File: config.mk
export PLATFORM = sky130hd
export DESIGN_NAME = bounded_deque_indexed_core_flat
export DESIGN_NICKNAME = d
export VERILOG_FILES = /design/src/rtl/core/bdq_pkg.sv /design/src/rtl/core/bdq_req_if.sv /design/src/rtl/core/bdq_rsp_if.sv /design/src/rtl/core/bdq_ctrl.sv /design/src/rtl/core/bdq_store.sv /design/src/rtl/core/bounded_deque_indexed_core.sv /design/src/flat_wrapper.sv
export SDC_FILE = /design/constraint.sdc
export NUM_CORES = 2
export LEC_CHECK = 0
export ABC_AREA = 0
export BUFFER_PORTS_ARGS = -buffer_cell sky130_fd_sc_hd__buf_4
export CELL_PAD_IN_SITES_DETAIL_PLACEMENT = 1
export CELL_PAD_IN_SITES_GLOBAL_PLACEMENT = 1
export CORE_ASPECT_RATIO = 1.75
export CORE_MARGIN = 3
export CORE_UTILIZATION = 57
export DETAILED_ROUTE_END_ITERATION = 10
export GPL_ROUTABILITY_DRIVEN = 0
export PLACE_DENSITY_LB_ADDON = 0.1
export SYNTH_ARGS = -nofsm -noshare
export SYNTH_HDL_FRONTEND = slang
export SYNTH_SLANG_ARGS = --single-unit
export TNS_END_PERCENT = 10
File: constraint.sdc
create_clock -name clk_i -period 12.15 [get_ports clk_i]
set_input_delay 1.215 -clock clk_i [delete_from_list [all_inputs] [get_ports clk_i]]
set_output_delay 1.215 -clock clk_i [all_outputs]
set_load 0.005 [all_outputs]
File: src/rtl/core/bdq_pkg.sv
// Shared types, sizes and helpers for the bounded indexed deque.
// Used by the channel interfaces and every module of the block; no dependencies.
package bdq_pkg;

  localparam int unsigned DEPTH      = 64;
  localparam int unsigned DATA_WIDTH = 32;

  localparam int unsigned PTR_W = $clog2(DEPTH);
  localparam int unsigned CNT_W = $clog2(DEPTH + 1);

  localparam int unsigned MODE_W   = 3;
  localparam int unsigned VALUE_W  = 32;
  localparam int unsigned POS_W    = 6;
  localparam int unsigned FILL_W   = 7;
  localparam int unsigned STATUS_W = 2;

  typedef enum logic [MODE_W-1:0] {
    MODE_PUSH_BACK  = 3'd0,
    MODE_PUSH_FRONT = 3'd1,
    MODE_POP_BACK   = 3'd2,
    MODE_POP_FRONT  = 3'd3,
    MODE_DROP_BACK  = 3'd4,
    MODE_DROP_FRONT = 3'd5,
    MODE_READ       = 3'd6
  } mode_e;

  typedef enum logic [STATUS_W-1:0] {
    ST_OK    = 2'd0,
    ST_FULL  = 2'd1,
    ST_EMPTY = 2'd2,
    ST_RANGE = 2'd3
  } status_e;

  typedef logic [PTR_W-1:0]      ptr_t;
  typedef logic [CNT_W-1:0]      cnt_t;
  typedef logic [DATA_WIDTH-1:0] elem_t;

  // request transaction payload
  typedef struct packed {
    logic [MODE_W-1:0]  mode;
    logic [VALUE_W-1:0] push_value;
    logic [POS_W-1:0]   position;
  } req_t;

  // response transaction payload
  typedef struct packed {
    logic [VALUE_W-1:0]  out_value;
    logic [FILL_W-1:0]   fill_count;
    logic [STATUS_W-1:0] status;
  } rsp_t;

  // slot store access for one request
  typedef struct packed {
    logic  we;
    ptr_t  waddr;
    elem_t wdata;
    logic  re;
    ptr_t  raddr;
  } mem_req_t;

  // response fields settled in the request cycle
  typedef struct packed {
    logic    use_data;
    cnt_t    fill;
    status_e status;
  } rsp_meta_t;

  // (base + offset) modulo DEPTH, both operands below DEPTH
  function automatic ptr_t wrap_add(ptr_t base, cnt_t offset);
    logic [CNT_W:0] sum;
    sum = (CNT_W + 1)'(base) + (CNT_W + 1)'(offset);
    if (sum >= (CNT_W + 1)'(DEPTH)) begin
      sum = sum - (CNT_W + 1)'(DEPTH);
    end
    return PTR_W'(sum);
  endfunction

endpackage

File: src/rtl/core/bdq_req_if.sv
// Request channel: valid/ready handshake carrying a req_t payload.
// Depends on bdq_pkg.
interface bdq_req_if;
  logic           valid;
  logic           ready;
  bdq_pkg::req_t  payload;

  modport source (output valid, output payload, input ready);
  modport sink   (input valid, input payload, output ready);
endinterface

File: src/rtl/core/bdq_rsp_if.sv
// Response channel: valid/ready handshake carrying an rsp_t payload.
// Depends on bdq_pkg.
interface bdq_rsp_if;
  logic           valid;
  logic           ready;
  bdq_pkg::rsp_t  payload;

  modport source (output valid, output payload, input ready);
  modport sink   (input valid, input payload, output ready);
endinterface

File: src/rtl/core/bdq_ctrl.sv
// Front pointer and fill count, request decode and slot address generation.
// Depends on bdq_pkg.
module bdq_ctrl (
  input  logic                clk_i,
  input  logic                rst_ni,
  input  logic                accept_i,
  input  bdq_pkg::req_t       req_i,
  output bdq_pkg::mem_req_t   mem_o,
  output bdq_pkg::rsp_meta_t  meta_o
);
  import bdq_pkg::*;

  ptr_t      front_q, front_d;
  cnt_t      count_q, count_d;
  mem_req_t  mem;
  logic      full, empty;

  assign full  = (count_q >= CNT_W'(DEPTH));
  assign empty = (count_q == '0);

  always_comb begin
    front_d        = front_q;
    count_d        = count_q;
    mem            = '0;
    mem.wdata      = DATA_WIDTH'(req_i.push_value);
    meta_o         = '0;
    meta_o.status  = ST_OK;

    unique case (mode_e'(req_i.mode)) inside
      MODE_PUSH_BACK: begin
        if (full) begin
          meta_o.status = ST_FULL;
        end else begin
          mem.we    = 1'b1;
          mem.waddr = wrap_add(front_q, count_q);
          count_d   = count_q + 1'b1;
        end
      end
      MODE_PUSH_FRONT: begin
        if (full) begin
          meta_o.status = ST_FULL;
        end else begin
          front_d   = (front_q == '0) ? PTR_W'(DEPTH - 1) : front_q - 1'b1;
          mem.we    = 1'b1;
          mem.waddr = front_d;
          count_d   = count_q + 1'b1;
        end
      end
      MODE_POP_BACK, MODE_DROP_BACK: begin
        if (empty) begin
          meta_o.status = ST_EMPTY;
        end else begin
          mem.re          = (mode_e'(req_i.mode) == MODE_POP_BACK);
          meta_o.use_data = mem.re;
          mem.raddr       = wrap_add(front_q, count_q - 1'b1);
          count_d         = count_q - 1'b1;
        end
      end
      MODE_POP_FRONT, MODE_DROP_FRONT: begin
        if (empty) begin
          meta_o.status = ST_EMPTY;
        end else begin
          mem.re          = (mode_e'(req_i.mode) == MODE_POP_FRONT);
          meta_o.use_data = mem.re;
          mem.raddr       = front_q;
          front_d         = wrap_add(front_q, CNT_W'(1));
          count_d         = count_q - 1'b1;
        end
      end
      MODE_READ: begin
        if (32'(req_i.position) >= 32'(count_q)) begin
          meta_o.status = ST_RANGE;
        end else begin
          mem.re          = 1'b1;
          meta_o.use_data = 1'b1;
          mem.raddr       = wrap_add(front_q, CNT_W'(req_i.position));
        end
      end
      default: ;  // undefined mode: no effect
    endcase

    meta_o.fill = count_d;

    mem_o       = mem;
    mem_o.we    = mem.we & accept_i;
    mem_o.re    = mem.re & accept_i;
  end

  always_ff @(posedge clk_i or negedge rst_ni) begin
    if (!rst_ni) begin
      front_q <= '0;
      count_q <= '0;
    end else if (accept_i) begin
      front_q <= front_d;
      count_q <= count_d;
    end
  end

endmodule

File: src/rtl/core/bdq_store.sv
// Slot store: DEPTH x DATA_WIDTH memory, one write and one registered read port.
// Depends on bdq_pkg.
module bdq_store (
  input  logic               clk_i,
  input  bdq_pkg::mem_req_t  mem_i,
  output bdq_pkg::elem_t     rdata_o
);
  import bdq_pkg::*;

  elem_t mem_q [DEPTH];
  elem_t rdata_q;

  always_ff @(posedge clk_i) begin
    if (mem_i.we) begin
      mem_q[mem_i.waddr] <= mem_i.wdata;
    end
  end

  // read data holds while no read is issued, so a stalled response keeps it
  always_ff @(posedge clk_i) begin
    if (mem_i.re) begin
      rdata_q <= mem_q[mem_i.raddr];
    end
  end

  assign rdata_o = rdata_q;

endmodule

File: src/rtl/core/bounded_deque_indexed_core.sv
// Bounded indexed deque: circular buffer of DEPTH elements with push, pop, drop, read.
// Response valid is registered and rises in the cycle after the request transaction.
// Throughput: one request per cycle; the single registered slot-store read port and
// the response register set this. Requests stall while a response waits on ready.
// Reset: front pointer, fill count and response valid clear; slot store is not reset.
// Depends on bdq_pkg, bdq_req_if, bdq_rsp_if, bdq_ctrl and bdq_store.
module bounded_deque_indexed_core (
  input  logic  clk_i,
  input  logic  rst_ni,
  bdq_req_if.sink   req_i,
  bdq_rsp_if.source rsp_o
);
  import bdq_pkg::*;

  // ---------------------------------------------------------------------------
  // Handshake
  // A request is taken whenever the response register is empty or is being
  // drained in the same cycle, so back-to-back requests flow at full rate.
  // ---------------------------------------------------------------------------
  logic      accept;
  logic      rsp_valid_q;

  assign req_i.ready = !rsp_valid_q || rsp_o.ready;
  assign accept      = req_i.valid && req_i.ready;

  // ---------------------------------------------------------------------------
  // Control: decode, pointer/count update, slot addresses
  // ---------------------------------------------------------------------------
  mem_req_t  mem_req;
  rsp_meta_t meta;

  bdq_ctrl u_ctrl (
    .clk_i    (clk_i),
    .rst_ni   (rst_ni),
    .accept_i (accept),
    .req_i    (req_i.payload),
    .mem_o    (mem_req),
    .meta_o   (meta)
  );

  // ---------------------------------------------------------------------------
  // Slot store. A write and the next request's read never meet in one cycle
  // (each request does at most one of them), so the registered read always
  // sees earlier pushes.
  // ---------------------------------------------------------------------------
  elem_t rdata;

  bdq_store u_store (
    .clk_i   (clk_i),
    .mem_i   (mem_req),
    .rdata_o (rdata)
  );

  // ---------------------------------------------------------------------------
  // Response register: status and count are captured alongside the read, the
  // data itself comes from the store's read register.
  // ---------------------------------------------------------------------------
  rsp_meta_t meta_q;

  always_ff @(posedge clk_i or negedge rst_ni) begin
    if (!rst_ni) begin
      rsp_valid_q <= 1'b0;
    end else if (req_i.ready) begin
      rsp_valid_q <= req_i.valid;
    end
  end

  always_ff @(posedge clk_i) begin
    if (accept) begin
      meta_q <= meta;
    end
  end

  assign rsp_o.valid              = rsp_valid_q;
  assign rsp_o.payload.out_value  = meta_q.use_data ? VALUE_W'(rdata) : '0;
  assign rsp_o.payload.fill_count = FILL_W'(meta_q.fill);
  assign rsp_o.payload.status     = meta_q.status;

  // ---------------------------------------------------------------------------
  // Assertions
  // ---------------------------------------------------------------------------
  a_fill_bound : assert property (@(posedge clk_i) disable iff (!rst_ni)
    rsp_valid_q |-> (meta_q.fill <= CNT_W'(DEPTH)))
    else $error("fill count beyond capacity");

  a_full_refusal : assert property (@(posedge clk_i) disable iff (!rst_ni)
    (rsp_valid_q && meta_q.status == ST_FULL) |-> (meta_q.fill == CNT_W'(DEPTH)))
    else $error("push refused while not full");

  a_empty_refusal : assert property (@(posedge clk_i) disable iff (!rst_ni)
    (rsp_valid_q && meta_q.status == ST_EMPTY) |-> (meta_q.fill == '0))
    else $error("pop or drop refused while not empty");

  a_data_only_ok : assert property (@(posedge clk_i) disable iff (!rst_ni)
    (rsp_valid_q && meta_q.use_data) |-> (meta_q.status == ST_OK))
    else $error("data returned on a refused request");

endmodule

File: src/flat_wrapper.sv
// flat-port wrapper written by rule: the top's interface ports become plain ports
module bounded_deque_indexed_core_flat import bdq_pkg::*;
  (clk_i, rst_ni, req_i_valid, req_i_payload, req_i_ready, rsp_o_valid, rsp_o_payload, rsp_o_ready);
  bdq_req_if req_i_i ();
  bdq_rsp_if rsp_o_i ();
  input  logic clk_i;
  input  logic rst_ni;
  input wire logic [$bits(req_i_i.valid)-1:0] req_i_valid;
  input wire logic [$bits(req_i_i.payload)-1:0] req_i_payload;
  output wire logic [$bits(req_i_i.ready)-1:0] req_i_ready;
  output wire logic [$bits(rsp_o_i.valid)-1:0] rsp_o_valid;
  output wire logic [$bits(rsp_o_i.payload)-1:0] rsp_o_payload;
  input wire logic [$bits(rsp_o_i.ready)-1:0] rsp_o_ready;
  assign req_i_i.valid = req_i_valid;
  assign req_i_i.payload = req_i_payload;
  assign req_i_ready = req_i_i.ready;
  assign rsp_o_valid = rsp_o_i.valid;
  assign rsp_o_payload = rsp_o_i.payload;
  assign rsp_o_i.ready = rsp_o_ready;
  bounded_deque_indexed_core u_core (.clk_i(clk_i), .rst_ni(rst_ni), .req_i(req_i_i), .rsp_o(rsp_o_i));
endmodule
# == Word level (Yosys, flattened, before mapping) ==
# Memories as Yosys holds them, arrays and structs flattened. A register that Yosys moved wholly into a read port is not among the register bits.
# Index checks and enable logic that the tools add are counted.
# totals
reg_bits,24
ram_bits,2048
input_bits,45
out_inout_bits,43
elab_cells,75
n_memories,1
# mem_list
name,depth,width,read_ports,rd_clocked_by_memory_dff,write_ports,line,rtl
u_core.u_store.mem_q,64,32,1,1,1,bdq_store.sv:10,elem_t mem_q [DEPTH];
# classes
addsub,11
n_lt_le_gt_ge,6
eq_ne,8
n_mux,29
n_bitwise,2
n_reduce_logical,12
# op_table
cell,n
7-bit two-way mux,7
6-bit two-way mux,7
32-bit two-way mux,1
"6-bit by 1-bit subtractor with 6-bit output, second input constant",5
7-bit case mux with 2 select lines,2
"7-bit greater-or-equal comparator, second input constant",3
7-bit case mux with 3 select lines,1
6-bit by 7-bit adder with 8-bit output,2
"8-bit by 7-bit greater-or-equal comparator with 1-bit output, second input constant",2
6-bit case mux with 2 select lines,1
"3-bit == test, second input constant",3
"6-bit by 1-bit adder with 7-bit output, second input constant",1
6-bit by 6-bit adder with 7-bit output,1
"7-bit by 1-bit adder with 7-bit output, second input constant",1
6-bit by 7-bit greater-or-equal comparator with 1-bit output,1
7-bit logical NOT,1
"7-bit by 1-bit subtractor with 7-bit output, second input constant",1
"3-bit by 2-bit == test with 1-bit output, second input constant",2
6-bit logical NOT,1
1-bit two-way mux,6
2-bit case mux with 3 select lines,1
2-bit OR reduction,3
2-bit two-way mux,2
"2-bit != test, second input constant",2
10 further kinds,11

# == Longest topological paths before layout ==
# depth
depth_word,8
ltp_mapped,19
depth_no_buf,15

# == By module ==
# A second synthesis with hierarchy kept.
# unflattened
hier_cells,3713
hier_area_um2,81966.1
# modules_own_cells
module,n_inst,cells_each,area_each_um2,seq_area_each_um2
bdq_store,1,3324,78835.6,62459.9
bdq_ctrl,1,331,2463.6,325.3
bounded_deque_indexed_core,1,58,666.9,325.3

# == Worst setup path after synthesis ==
# OpenSTA, ideal clock, no wires.
# synth_timing
kind,input -> register
start,input req_i_payload[38]
end,"memory u_core.u_store.mem_q[60][0] in the netlist's numbering, enable pin"
setup_ps,421
arrival_ps,4036
required_time_ps,11729
slack_ps,7692
cell_stages,7
n_path_buf,3
path_cell_list,buf_2 -> clkbuf_1 -> clkbuf_1 -> mux2i_1 -> nor3_1 -> nand3_1 -> nor2_1
# synth_via
elab_chain_len,5
# synth_rtl
item,line,rtl
from (decl),flat_wrapper.sv:9,input wire logic [$bits(req_i_i.payload)-1:0] req_i_payload;
3-bit by 1-bit == test with 1-bit output (no line) / 3-bit logical NOT (equally long branches),--,
7-bit case mux with 2 select lines *,bdq_ctrl.sv:29,unique case (mode_e'(req_i.mode)) inside
1-bit AND,bdq_ctrl.sv:85,mem_o.we = mem.we & accept_i;
1-bit two-way mux,bdq_store.sv:14,if (mem_i.we) begin
1-bit two-way mux (implied by the code),bdq_store.sv:15,mem_q[mem_i.waddr] <= mem_i.wdata;
to (decl),bdq_store.sv:10,
# Every way passes the cells marked *; elsewhere a longest branch is shown, timed or not.

# == Worst setup path in the final report ==
# layout_timing
start,register u_core.u_ctrl.count_q[0]
end,"register u_core.u_store.rdata_q[4], in the netlist u_core.u_store.rdata_o[4], read port of u_core.u_store.mem_q (data pin)"
# layout_via
elab_chain_len,6
# layout_rtl
item,line,rtl
from (decl),bdq_ctrl.sv:14,"cnt_t count_q, count_d;"
from (signal assigned),bdq_ctrl.sv:95,count_q <= count_d;
7-bit by 1-bit subtractor with 7-bit output,bdq_ctrl.sv:55,"mem.raddr = wrap_add(front_q, count_q - 1'b1);"
6-bit by 7-bit adder with 8-bit output,bdq_pkg.sv:71,sum = (CNT_W + 1)'(base) + (CNT_W + 1)'(offset);
8-bit by 7-bit greater-or-equal comparator with 1-bit output / 6-bit by 1-bit subtractor with 6-bit output (equally long branches),"bdq_pkg.sv:72, bdq_pkg.sv:73",
6-bit two-way mux,bdq_pkg.sv:72,if (sum >= (CNT_W + 1)'(DEPTH)) begin
7-bit two-way mux,bdq_ctrl.sv:50,if (empty) begin
7-bit case mux with 3 select lines *,bdq_ctrl.sv:29,
to (decl),bdq_store.sv:11,elem_t rdata_q;
# Marks and branches as above.
# A chain may end at the register's enable or synchronous reset.

==> run_results.csv <==
group,metric,value,unit
synthesis,ys_seq_elements,2104,
route,wl_met2,147,mm
global_routing,grt_overflow_total,0,
floorplan,die_area,152000,um2
critical_path,worstPathMaxFanout,137,
sta,max_clock_freq,0.155,GHz
route,drt-met1-wl,95.4,mm
power,comb_power_share,0.404,
floorplan,core,146000,um2
sta,hold_violations,0,
layout,final_cell_area,92400,um2
route,routedWlPerCell,37.0,um
synthesis,synth_cells,5953,
job,max_cap_violations,0,
critical_path,critical_path.startpoint_type,"flop",
floorplan,die_height,513,um
layout,syn_to_final_growth,10.2,%
sta,setup_viol,0,
critical_path,cp-end-kind,"flop",
floorplan,die_x,296,um
layout,nets,6072,
global_routing,grt_pass1_vias,58600,
route,vias_per_cell,6.95,
placement,io_buffers,87,
global_routing,grt_max_degree,138,
route,wl,298,mm
clock_tree,clock_path_buffers,3,
sta,period_share,0.529,
power,leakagePower,30.7,nW
route,drt_first_pass_iters,7,
global_routing,grtUsageTotal,0.392,
floorplan,ios,88,
synthesis,syn_area,83900,um2
critical_path,endpoint,"u_core.u_store.rdata_o[4]",
global_routing,antenna_found_initial,26,
critical_path,r2r_start,"u_core.u_ctrl.count_q[0]",
synthesis,async_flop_share,0.00665,
critical_path,setup.worst_path.class,"flop to flop",
route,highest_layer,"met5",
clock_tree,cts_hold_buf,0,
power,ir_drop,0.335,mV
clock_tree,clock-root-buffer,"clkbuf_16",
clock_tree,clk_pin_slew,0.06,ns
power,switching_share,0.415,
sta,fin_skew,0.0254,ns
synthesis,synth_top_flop_cell,"edfxtp_1",
clock_tree,cts_tree,"built",
clock_tree,cts_setup_buffers,0,
run_status,status,"finished clean",
route,via_count,55900,
sta,relSlewSlack,0.128,
synthesis,syn_area_per_cell,14.1,um2
power,power_per_cell_area,257,nW/um2
power,clock_power_share,0.248,
critical_path,rrSetupSlack,5.72,ns
route,antenna_left,0,
synthesis,ys_seq_area_frac,0.752,
critical_path,timing.critical_path.from,"u_core.u_ctrl.count_q[0]",
synthesis,synth_nets,6027,
floorplan,rows,185,
global_routing,grt_first_pass_wirelength,417,mm
placement,dpl_cell_area,86500,um2
route,met3WireLength,26.9,mm
sta,maxSlewViolCount,0,
power,power,23.7,mW
clock_tree,cts_sinks,2104,
sta,min_period,6.43,ns
min_path,hp-class,"input pin to asynchronous set/reset pin",
layout,fill_cells,13400,
sta,rsz0062_at_grt,"false",
power,switching_power,9.85,mW
placement,hpwl,165,mm
synthesis,ys_warn_count,0,
power,internal-power,13.9,mW
critical_path,regToRegEndpoint,"u_core.u_store.rdata_o[4]",
synthesis,ys_types,82,
sta,setup_tns,0,ns
sta,fin_hold_ws,0.243,ns
power,seq_power_share,0.348,
clock_tree,cts_buffers,183,
critical_path,arrival,6.98,ns
clock_tree,insertion_delay,0.83,ns
critical_path,crit_required,12.70,ns
route,drc,0,
floorplan,start_util,0.576,
route,drt_iter0_drc,6782,
sta,worst_pin_slew,1.30,ns
layout,drive_above_1_share,0.100,
synthesis,synth-edff-count,2090,
clock_tree,cts_resized,0,
clock_tree,htree_levels,4,
critical_path,reg2reg_depth,17,
per-layer routing:
layer,global-route usage,up-vias
met5,0,-
met4,0.321,14
met3,0.0744,1144
met2,0.646,3552
met1,0.444,28700
li1,-,22500
cells in the mapped netlist (11+ instances only):
cell	n	share of area
edfxtp_1	2090	0.75
nand2_1	1461	0.065
a21oi_1	480	0.029
nand3_1	385	0.023
mux2i_1	213	0.025
buf_2	172	0.010
a31oi_1	127	0.0095
nor2_1	112	0.0050
buf_4	83	0.0074
clkbuf_1	78	0.0035
a32oi_1	70	0.0073
a221oi_1	69	0.0072
a22oi_1	68	0.0061
o22ai_1	62	0.0046
o21ai_0	40	0.0024
and2_1	39	0.0029
nand4_1	37	0.0028
nor4_1	32	0.0024
buf_6	30	0.0040
ha_1	26	0.0039
nor3_1	21	0.0013
a22o_1	17	0.0018
inv_1	16	0.00072
dfrtp_1	14	0.0042
and4_1	12	0.0013
o31ai_1	12	0.0011
nor3_2	11	0.0013
or4_1	11	0.00098
registers in the layout (all words and copies together), names as in the netlist:
register                cells
u_core.u_store.mem_q     2048
u_core.u_store.rdata_o     32
u_core.rsp_o.payload        9
u_core.u_ctrl.count_q       7
u_core.u_ctrl.front_q       6
u_core.meta_q               1
u_core.rsp_o.valid          1
cells in the final DEF (no fill, tap or decap), drive strengths merged, types with 14 or more instances in the layout:
cell type	n
inv	24
ha	26
o22ai	62
edfxtp	2090
a32oi	70
clkbuf	230
mux2i	213
nor4	34
nand3	391
nor2	121
o21ai	49
bufinv	19
nor3	33
clkinv	71
a22oi	68
nand2	1463
a31oi	128
diode	24
dfrtp	14
a21oi	482
a22o	17
nand4	37
buf	236
and2	39
a221oi	69
kinds of logic (layout without fill, tap and decap cells):
logic type / count (synthesis) / after routing / share of synthesized area
compound gates: 1021 / 1021 / 0.0767
xor+xnor: 20 / 20 / 0.00231
fa+ha+maj: 29 / 29 / 0.00459
buf+inv: 392 / 588 / 0.0270
flops: 2104 / 2104 / 0.752
mux: 215 / 215 / 0.0257
other cells: 0 / 24 / 0
simple gates: 2172 / 2172 / 0.111
stage by stage:
step	instances	util	setup slack [ns]
after global routing	8034	0.635	5.61
after global placement	7683	0.594	5.39
after CTS	8019	0.634	5.85
final	8043	0.635	5.72
after detailed placement	7683	0.594	5.38
after floorplan	5953	-	7.69
critical path, stage by stage (launching register included):
cell and delay [ns]:
dfrtp_1 0.56, inv_1 0.18, ha_1 0.33, xor2_1 0.18
ha_1 0.39, xor2_1 0.17, mux2i_1 0.13, nor2_4 0.20
a21o_4 0.47, buf_4 0.55, buf_12 0.54, buf_4 0.81
mux2i_1 0.29, o22ai_1 0.11, a311o_1 0.37, a31oi_1 0.25
a22o_1 0.19, nor3_2 0.05
final cells by class:
type,instances,area (um2),area share
Clock inverter,106,1040,0.0113
Sequential cell,2104,63100,0.683
Inverter,16,60.1,0.000650
Timing Repair Buffer,236,1850,0.0200
Multi-Input combinational cell,3457,19100,0.207
Tap cell,1870,2340,0.0253
Antenna cell,24,60.1,0.000650
Clock buffer,230,4840,0.0524
power groups by stage:
stage	Sequential [mW]	Clock [mW]	Combinational [mW]
6_report	8.25	5.89	9.60
5_1_grt	8.25	6.18	9.98
4_1_cts	8.25	5.91	9.40
3_5_place_dp	8.40	0	9.30
3_3_place_gp	8.40	0	9.00
2_1_floorplan	8.32	0	5.78
how the worst min path moves through the flow:
| stage | slack, ns | end | depth (start not counted) | startpoint |
|---|---|---|---|---|
| after floorplan | 0.54 | u_core.rsp_o.valid | 2 | u_core.rsp_o.valid |
| after global placement | 0.52 | u_core.rsp_o.valid | 2 | u_core.rsp_o.valid |
| after detailed placement | 0.54 | u_core.rsp_o.valid | 2 | u_core.rsp_o.valid |
| after CTS | 0.19 | u_core.u_ctrl.count_q[2] | 1 | rst_ni |
| after global routing | 0.22 | u_core.u_ctrl.count_q[2] | 1 | rst_ni |
| final | 0.24 | u_core.u_ctrl.count_q[2] | 1 | rst_ni |
Note: power is estimated with default switching activity, not from simulation.
